## src/hw/rtl/kmp_pkg.sv

```systemverilog
// Shared constants and types of the streaming KMP matcher.
`default_nettype none

package kmp_pkg;

  localparam int MAX_PATTERN = 64;
  localparam int IDX_W       = (MAX_PATTERN > 1) ? $clog2(MAX_PATTERN) : 1;
  localparam int LEN_W       = $clog2(MAX_PATTERN + 1);
  localparam int OFFSET_W    = 32;

  localparam logic [1:0] KIND_CLEAR  = 2'd0;
  localparam logic [1:0] KIND_APPEND = 2'd1;
  localparam logic [1:0] KIND_TEXT   = 2'd2;

  typedef enum logic [1:0] {
    ST_IDLE,
    ST_CMP,
    ST_FOLLOW,
    ST_EMIT
  } state_t;

endpackage

`default_nettype wire

```

## src/hw/rtl/kmp_stream_matcher_top.sv

```systemverilog
// Top level of the streaming KMP matcher: sequencer, state and result register.
`default_nettype none

// Channel | Direction | Ports                                          | Handshake
// in      | input     | in_kind, in_data_byte, in_last_text            | in_valid / in_stall
// out     | output    | out_found, out_offset, out_pattern_overflow    | out_valid / out_stall
//
// Clear, the first pattern byte, full-pattern append, ignored text bytes and unused
// kinds are done in ST_IDLE. A pattern append or text byte that is searched goes on to
// ST_CMP, then ST_FOLLOW and ST_CMP again per fallback step: one compare against the
// pattern store and, on a mismatch, one prefix-table read, each through the single
// read port of its RAM. A text transaction that gives a result passes through ST_EMIT
// to the output register, and waits in ST_EMIT while an earlier result is held by out_stall;
// the next item is taken while that result waits in the output register.
// Reset (rst_n low, synchronous) empties the pattern and the text state; the
// RAMs are not cleared, since only written entries are ever read.

module kmp_stream_matcher_top (
  input  wire logic                          clk,
  input  wire logic                          rst_n,
  input  wire logic                          in_valid,
  output logic                               in_stall,
  input  wire logic [1:0]                    in_kind,
  input  wire logic [7:0]                    in_data_byte,
  input  wire logic                          in_last_text,
  output logic                               out_valid,
  input  wire logic                          out_stall,
  output logic                               out_found,
  output logic [kmp_pkg::OFFSET_W-1:0]       out_offset,
  output logic                               out_pattern_overflow
);

  localparam int IW = kmp_pkg::IDX_W;
  localparam int LW = kmp_pkg::LEN_W;
  localparam int OW = kmp_pkg::OFFSET_W;

  function automatic logic [OW-1:0] sat_inc(input logic [OW-1:0] v);
    return (&v) ? v : v + OW'(1);
  endfunction

  kmp_pkg::state_t state_r, state_nxt;

  // search context
  logic          op_append_r, op_append_nxt;
  logic [7:0]    byte_r, byte_nxt;
  logic          last_r, last_nxt;
  logic [LW-1:0] k_r, k_nxt;

  // pattern and text state
  logic [LW-1:0] plen_r, plen_nxt;
  logic [LW-1:0] bpl_r, bpl_nxt;
  logic [LW-1:0] match_r, match_nxt;
  logic [OW-1:0] tpos_r, tpos_nxt;
  logic          rep_r, rep_nxt;
  logic          ovf_r, ovf_nxt;

  // pending result
  logic          res_found_r, res_found_nxt;
  logic [OW-1:0] res_offset_r, res_offset_nxt;
  logic          res_ovf_r, res_ovf_nxt;

  // output register
  logic          out_valid_r, out_valid_nxt;
  logic          out_found_r, out_found_nxt;
  logic [OW-1:0] out_offset_r, out_offset_nxt;
  logic          out_ovf_r, out_ovf_nxt;

  // RAM ports
  logic          ps_we, pt_we;
  logic [IW-1:0] ps_waddr, pt_waddr, ps_raddr, pt_raddr;
  logic [7:0]    ps_wdata, ps_rdata;
  logic [LW-1:0] pt_wdata, pt_rdata;

  logic          accept, slot_free, hit;
  logic [LW-1:0] k_dec, k_fin, back;
  logic [OW-1:0] tinc;

  kmp_ram #(.DATA_W(8), .DEPTH(kmp_pkg::MAX_PATTERN), .ADDR_W(IW)) u_pattern (
    .clk   (clk),
    .we    (ps_we),
    .waddr (ps_waddr),
    .wdata (ps_wdata),
    .raddr (ps_raddr),
    .rdata (ps_rdata)
  );

  kmp_ram #(.DATA_W(LW), .DEPTH(kmp_pkg::MAX_PATTERN), .ADDR_W(IW)) u_prefix (
    .clk   (clk),
    .we    (pt_we),
    .waddr (pt_waddr),
    .wdata (pt_wdata),
    .raddr (pt_raddr),
    .rdata (pt_rdata)
  );

  assign in_stall  = (state_r != kmp_pkg::ST_IDLE);
  assign accept    = in_valid && (state_r == kmp_pkg::ST_IDLE);
  assign slot_free = !out_valid_r || !out_stall;

  assign hit   = (ps_rdata == byte_r);
  assign k_dec = k_r - LW'(1);
  assign k_fin = hit ? (k_r + LW'(1)) : '0;
  assign back  = plen_r - LW'(1);
  assign tinc  = sat_inc(tpos_r);

  always_comb begin
    state_nxt      = state_r;
    op_append_nxt  = op_append_r;
    byte_nxt       = byte_r;
    last_nxt       = last_r;
    k_nxt          = k_r;
    plen_nxt       = plen_r;
    bpl_nxt        = bpl_r;
    match_nxt      = match_r;
    tpos_nxt       = tpos_r;
    rep_nxt        = rep_r;
    ovf_nxt        = ovf_r;
    res_found_nxt  = res_found_r;
    res_offset_nxt = res_offset_r;
    res_ovf_nxt    = res_ovf_r;
    out_found_nxt  = out_found_r;
    out_offset_nxt = out_offset_r;
    out_ovf_nxt    = out_ovf_r;
    out_valid_nxt  = out_valid_r && out_stall;

    ps_we    = 1'b0;
    ps_waddr = plen_r[IW-1:0];
    ps_wdata = in_data_byte;
    ps_raddr = k_r[IW-1:0];
    pt_we    = 1'b0;
    pt_waddr = plen_r[IW-1:0];
    pt_wdata = '0;
    pt_raddr = k_dec[IW-1:0];

    case (state_r)
      kmp_pkg::ST_IDLE: begin
        if (accept) begin
          case (in_kind)
            kmp_pkg::KIND_CLEAR: begin
              plen_nxt  = '0;
              bpl_nxt   = '0;
              ovf_nxt   = 1'b0;
              match_nxt = '0;
              tpos_nxt  = '0;
              rep_nxt   = 1'b0;
            end
            kmp_pkg::KIND_APPEND: begin
              match_nxt = '0;
              tpos_nxt  = '0;
              rep_nxt   = 1'b0;
              if (plen_r == LW'(kmp_pkg::MAX_PATTERN)) begin
                ovf_nxt = 1'b1;
              end else begin
                ps_we = 1'b1;
                if (plen_r == '0) begin
                  pt_we    = 1'b1;
                  bpl_nxt  = '0;
                  plen_nxt = LW'(1);
                end else begin
                  op_append_nxt = 1'b1;
                  byte_nxt      = in_data_byte;
                  k_nxt         = bpl_r;
                  ps_raddr      = bpl_r[IW-1:0];
                  state_nxt     = kmp_pkg::ST_CMP;
                end
              end
            end
            kmp_pkg::KIND_TEXT: begin
              if (rep_r) begin
                // matched already: bytes are dropped until the text ends
                if (in_last_text) begin
                  match_nxt = '0;
                  tpos_nxt  = '0;
                  rep_nxt   = 1'b0;
                end
              end else if (plen_r == '0) begin
                // empty pattern matches at the first byte
                res_found_nxt  = 1'b1;
                res_offset_nxt = '0;
                res_ovf_nxt    = ovf_r;
                rep_nxt        = 1'b1;
                tpos_nxt       = tinc;
                if (in_last_text) begin
                  match_nxt = '0;
                  tpos_nxt  = '0;
                  rep_nxt   = 1'b0;
                end
                state_nxt = kmp_pkg::ST_EMIT;
              end else begin
                op_append_nxt = 1'b0;
                byte_nxt      = in_data_byte;
                last_nxt      = in_last_text;
                k_nxt         = match_r;
                ps_raddr      = match_r[IW-1:0];
                state_nxt     = kmp_pkg::ST_CMP;
              end
            end
            default: begin
            end
          endcase
        end
      end

      kmp_pkg::ST_CMP: begin
        if (!hit && (k_r != '0)) begin
          // mismatch: fall back through the prefix table
          state_nxt = kmp_pkg::ST_FOLLOW;
        end else if (op_append_r) begin
          pt_we     = 1'b1;
          pt_wdata  = k_fin;
          bpl_nxt   = k_fin;
          plen_nxt  = plen_r + LW'(1);
          state_nxt = kmp_pkg::ST_IDLE;
        end else begin
          match_nxt = k_fin;
          tpos_nxt  = tinc;
          state_nxt = kmp_pkg::ST_IDLE;
          res_ovf_nxt = ovf_r;
          if (k_fin == plen_r) begin
            rep_nxt        = 1'b1;
            res_found_nxt  = 1'b1;
            res_offset_nxt = (tpos_r >= OW'(back)) ? (tpos_r - OW'(back)) : '0;
            state_nxt      = kmp_pkg::ST_EMIT;
          end else if (last_r) begin
            res_found_nxt  = 1'b0;
            res_offset_nxt = tinc;
            state_nxt      = kmp_pkg::ST_EMIT;
          end
          if (last_r) begin
            match_nxt = '0;
            tpos_nxt  = '0;
            rep_nxt   = 1'b0;
          end
        end
      end

      kmp_pkg::ST_FOLLOW: begin
        k_nxt     = pt_rdata;
        ps_raddr  = pt_rdata[IW-1:0];
        state_nxt = kmp_pkg::ST_CMP;
      end

      kmp_pkg::ST_EMIT: begin
        if (slot_free) begin
          out_valid_nxt  = 1'b1;
          out_found_nxt  = res_found_r;
          out_offset_nxt = res_offset_r;
          out_ovf_nxt    = res_ovf_r;
          state_nxt      = kmp_pkg::ST_IDLE;
        end
      end

      default: begin
        state_nxt = kmp_pkg::ST_IDLE;
      end
    endcase
  end

  always_ff @(posedge clk) begin
    if (!rst_n) begin
      state_r     <= kmp_pkg::ST_IDLE;
      plen_r      <= '0;
      bpl_r       <= '0;
      match_r     <= '0;
      tpos_r      <= '0;
      rep_r       <= 1'b0;
      ovf_r       <= 1'b0;
      out_valid_r <= 1'b0;
    end else begin
      state_r     <= state_nxt;
      plen_r      <= plen_nxt;
      bpl_r       <= bpl_nxt;
      match_r     <= match_nxt;
      tpos_r      <= tpos_nxt;
      rep_r       <= rep_nxt;
      ovf_r       <= ovf_nxt;
      out_valid_r <= out_valid_nxt;
    end
  end

  always_ff @(posedge clk) begin
    op_append_r  <= op_append_nxt;
    byte_r       <= byte_nxt;
    last_r       <= last_nxt;
    k_r          <= k_nxt;
    res_found_r  <= res_found_nxt;
    res_offset_r <= res_offset_nxt;
    res_ovf_r    <= res_ovf_nxt;
    out_found_r  <= out_found_nxt;
    out_offset_r <= out_offset_nxt;
    out_ovf_r    <= out_ovf_nxt;
  end

  assign out_valid            = out_valid_r;
  assign out_found            = out_found_r;
  assign out_offset           = out_offset_r;
  assign out_pattern_overflow = out_ovf_r;

  a_k_in_pattern: assert property (@(posedge clk) disable iff (!rst_n)
    (state_r == kmp_pkg::ST_CMP) |-> (k_r < plen_r))
    else $error("search index beyond pattern length");

  a_plen_bound: assert property (@(posedge clk) disable iff (!rst_n)
    plen_r <= LW'(kmp_pkg::MAX_PATTERN))
    else $error("pattern length beyond capacity");

  a_bpl_bound: assert property (@(posedge clk) disable iff (!rst_n)
    (plen_r != '0) |-> (bpl_r < plen_r))
    else $error("build prefix length not below pattern length");

  a_emit_loads: assert property (@(posedge clk) disable iff (!rst_n)
    (state_r == kmp_pkg::ST_EMIT && slot_free) |=> out_valid_r)
    else $error("pending result not moved to output register");

  a_match_open: assert property (@(posedge clk) disable iff (!rst_n)
    !rep_r |-> (match_r < plen_r || plen_r == '0))
    else $error("full match held without being reported");

endmodule

`default_nettype wire

```

## src/hw/rtl/kmp_ram.sv

```systemverilog
// Simple dual-port RAM, one write and one registered read per cycle.
`default_nettype none

module kmp_ram #(
  parameter int DATA_W = 8,
  parameter int DEPTH  = 64,
  parameter int ADDR_W = 6
) (
  input  wire logic              clk,
  input  wire logic              we,
  input  wire logic [ADDR_W-1:0] waddr,
  input  wire logic [DATA_W-1:0] wdata,
  input  wire logic [ADDR_W-1:0] raddr,
  output logic      [DATA_W-1:0] rdata
);

  logic [DATA_W-1:0] mem [DEPTH];

  always_ff @(posedge clk) begin
    if (we) begin
      mem[waddr] <= wdata;
    end
  end

  always_ff @(posedge clk) begin
    rdata <= mem[raddr];
  end

endmodule

`default_nettype wire
```

## config.mk

```make
export PLATFORM = sky130hd
export DESIGN_NAME = kmp_stream_matcher_top
export DESIGN_NICKNAME = d
export VERILOG_FILES = /design/src/hw/rtl/kmp_pkg.sv /design/src/hw/rtl/kmp_stream_matcher_top.sv /design/src/hw/rtl/kmp_ram.sv
export SDC_FILE = /design/constraint.sdc
export NUM_CORES = 1
export LEC_CHECK = 0
export BUFFER_PORTS_ARGS = -buffer_cell sky130_fd_sc_hd__buf_2
export CAP_MARGIN = 15
export CORE_MARGIN = 10
export CORE_UTILIZATION = 45
export CTS_BUF_LIST = sky130_fd_sc_hd__clkbuf_8
export DETAILED_ROUTE_END_ITERATION = 10
export SYNTH_ARGS = -nofsm -noshare
export SYNTH_HDL_FRONTEND = slang
export SYNTH_HIERARCHICAL = 1
export SYNTH_SLANG_ARGS = --single-unit
```

## constraint.sdc

```tcl
create_clock -name clk -period 5.5 [get_ports clk]
set_input_delay 1.1 -clock clk [delete_from_list [all_inputs] [get_ports clk]]
set_output_delay 1.1 -clock clk [all_outputs]
set_load 0.02 [all_outputs]
```

==> metrics.md <==
| Metric | Value |
|---|---|
| Status | finished, final reports clean |
| Max IR drop VDD | 229 µV |
| Critical path buffers and inverters | 1 |
| Chip height | 341 µm |
| # clock sinks | 1118 |
| Most frequent cells after synthesis | edfxtp_1, nor2_1, mux4_2, nand2_1, clkbuf_1 |
| Crit end category | flip-flop |
| CP top delay family | compound AO/OA/AOI/OAI gates |
| Fin nets | 2903 |
| Clock root cell | clkbuf_8 |
| Synth top area share | 67.8% |
| Largest net degree at the start of global routing | 80 |
| Total negative setup slack | 0 ns |
| Count leader, synth | edfxtp_1 |
| Final wirelength | 113000 µm |
| Vias in the first global route | 26600 |
| Longest Clk Path Bufs | 3 |
| H-tree Lvls | 4 |
| Placer's final routability congestion estimate | 0.883 |
| Delay of the slowest critical-path stage | 0.88 ns |
| Mapped Cells | 2728 |
| Post-CTS setup buffers | 0 |
| Critical Path RT | 6.05 ns |
| 1st-pass router iterations | 7 |
| Area of the multi-input gates | 0.0126 mm² |
| Final Slew Violations | 0 |
| Initial Utilization | 45.4% |
| Initial DRC count | 2573 |
| Async set-or-reset flop fraction in the synthesized netlist | 0% |
| Dpl ws | 0.942 ns |
| Static leakage power | 16.6 nW |
| Vias/cell | 5.98 |
| Sequential Area | 0.0328 mm² |
| CTS tree | built |
| Total track usage | 19.3% |
| Dpl hpwl | 70800 µm |
| Synth area leaders | edfxtp_1, mux4_2, dfxtp_1, nor2_1, nand2_1 |
| Final worst slack | 0.977 ns |
| Total power | 18.5 mW |
| GRT overflow | 0 |
| Area grow syn2layout | 11.4% |
| Tcrit/Tclk final | 82.2% |
| Fin crit period | 4.52 ns |
| Yosys top cell by area | edfxtp_1 |
| # hold bufs at CTS | 0 |
| Core Box Area | 0.102 mm² |
| Die Width | 341 µm |
| Max Cap Violations | 0 |
| Cell Area, Synth | 0.0463 mm² |
| Clk_lat worst skew | 0.86 ns |
| Crit path kind | reg -> reg |
| Max-slew headroom | 24.9% |
| Post_cts resized | 0 |
| Utilization after layout | 50.6% |
| Initial antenna violation count | 3 |
| Sequential area share after synthesis | 71.0% |
| Port bufs | 50 |
| Startpoint types | flip-flop |
| Row cnt | 117 |
| RSZ-0062 raised after global routing | no |
| CTS clk-pin slew, worst paths | 0.06 ns |
| Crit path max-delay cell type | o211ai_1 |
| Io pins | 51 |
| Hold Crit Class | reg -> reg |
| DRC violations left | 0 |
| Fill cells | 8415 |
| Final count of negative-setup-slack endpoints | 0 |
| Total CTS buffers | 178 |
| Final hold vios | 0 |
| Max frequency | 221 MHz |
| Detailed-route via count | 26200 |
| Layout cells sized above 1 | 21.8% |
| Unique masters post-synth | 80 |
| CP max FO | 19 |
| Worst-path cell chain | ha_1, nand3_1, nor3_1, nor2_1, a31o_2, o211ai_1, and2_1, clkinv_1, o32ai_1 |
| Drt wl/cell | 25.8 µm |
| Die area | 0.116 mm² |
| PD cells | 358 mW/mm² |
| Synth Area per Inst | 17.0 µm² |
| FF+latch count, synth | 1118 |
| Number of synthesized flops with an enable pin | 1045 |
| Ys flop type | edfxtp_1 |
| Fin Clk Skew | 0.0607 ns |
| Total nets after synthesis | 2760 |
| CP Data Arrival Time | 5.08 ns |
| Syn. warnings | 6 |
| Routed Antenna Nets | 0 |
| Slew at the pin closest to its max-slew limit | 1.12 ns |
| First-pass GRT wire length | 171000 µm |
worst paths after layout:
path	start	end	slack (ns)	cells past startpoint
max reg2reg	k_r[0]$_DFFE_PP_	res_offset_r[5]$_SDFFCE_PN0P_	0.98	9
max	k_r[0]$_DFFE_PP_	res_offset_r[5]$_SDFFCE_PN0P_	0.98	9
min reg2reg	res_offset_r[6]$_SDFFCE_PN0P_	out_offset[6]$_DFFE_PP_	0.41	0
min	res_offset_r[6]$_SDFFCE_PN0P_	out_offset[6]$_DFFE_PP_	0.41	0
cells by family (layout without fill, tap and decap cells):
logic type | after synthesis | in the layout | synth area share, %
flip-flops | 1118 | 1118 | 71.0
AND/OR/NAND/NOR | 685 | 685 | 7.33
adder cells (fa/ha/maj) | 17 | 17 | 0.476
XOR/XNOR | 40 | 40 | 0.757
multiplexers | 284 | 284 | 12.5
other | 0 | 2 | 0
buffers and inverters | 198 | 485 | 2.07
AO/OA/AOI/OAI | 386 | 386 | 5.83
routing by layer:
metal | GRT usage [%] | part of all wire (%)
met5 | 0 | 0.013
met1 | 25.5 | 41
met4 | 7.76 | 3.7
met3 | 3.97 | 7.1
met2 | 31.3 | 49
report_power, final:
part           switching [mW]  internal, mW  total, mW
Sequential             0.0934          9.33       9.42
Combinational            1.47         0.986       2.46
Clock                    3.25          3.32       6.57
stage by stage:
step | hold slack (ns) | cells | cell area, µm²
5_1_grt | 0.417 | 4384 | 51500
2_1_floorplan | 0.400 | 2728 | 46300
4_1_cts | 0.407 | 4380 | 51500
6_report | 0.405 | 4385 | 51500
3_5_place_dp | 0.405 | 4056 | 48200
3_3_place_gp | 0.403 | 4056 | 48200
cell usage in the layout (no fill, tap or decap), types with 10 or more instances in the layout:
cell      netlist  routed
mux4_2        236     236
inv_1          26      83
o21a_1         13      13
o31ai_1        28      28
nand3b_1       17      17
xor2_1         17      15
mux2i_1        42      42
nand2b_1       19      19
xnor2_1        23      22
clkinv_1        3      42
a31oi_1        23      23
ha_1           16      16
a21oi_1        52      51
a22oi_1        31      31
o21ai_0        63      63
or4_1          12      12
nor3_1         41      40
clkbuf_8        0     185
nor2_1        244     239
nand3_1        70      70
o22ai_1        46      46
o211ai_1       11      11
dfxtp_1        73      73
nor2b_1        30      29
nand2_1       114     114
buf_2          41      50
or2_2          17      17
clkinv_2        0      24
and2_1         10      10
o221ai_1       19      18
a21boi_0       10      10
nor4_1         10      10
or3_1          22      22
edfxtp_1     1045    1045
buf_4          11      73
and3_1         19      19
nand4_1        18      18
registers in the layout, summed over array words and instances, names as in the netlist, 2 cells and up:
signal           cells
plen_r               7
match_r              7
tpos_r              32
byte_r               8
u_prefix/mem       448
u_prefix/rdata       7
u_pattern/mem      512
out_offset          32
k_r                  7
bpl_r                7
state_r              2
u_pattern/rdata      8
res_offset_r        32
final cells by class:
cell class,count,share of cell area (%)
Tap cell,1368,3.32
Timing Repair Buffer,132,1.87
Multi-Input combinational cell,1412,24.4
Clock buffer,185,4.94
Clock inverter,139,1.45
Inverter,29,0.226
Sequential cell,1118,63.7
Antenna cell,2,0.00971
(Power assumes the default switching activity.)
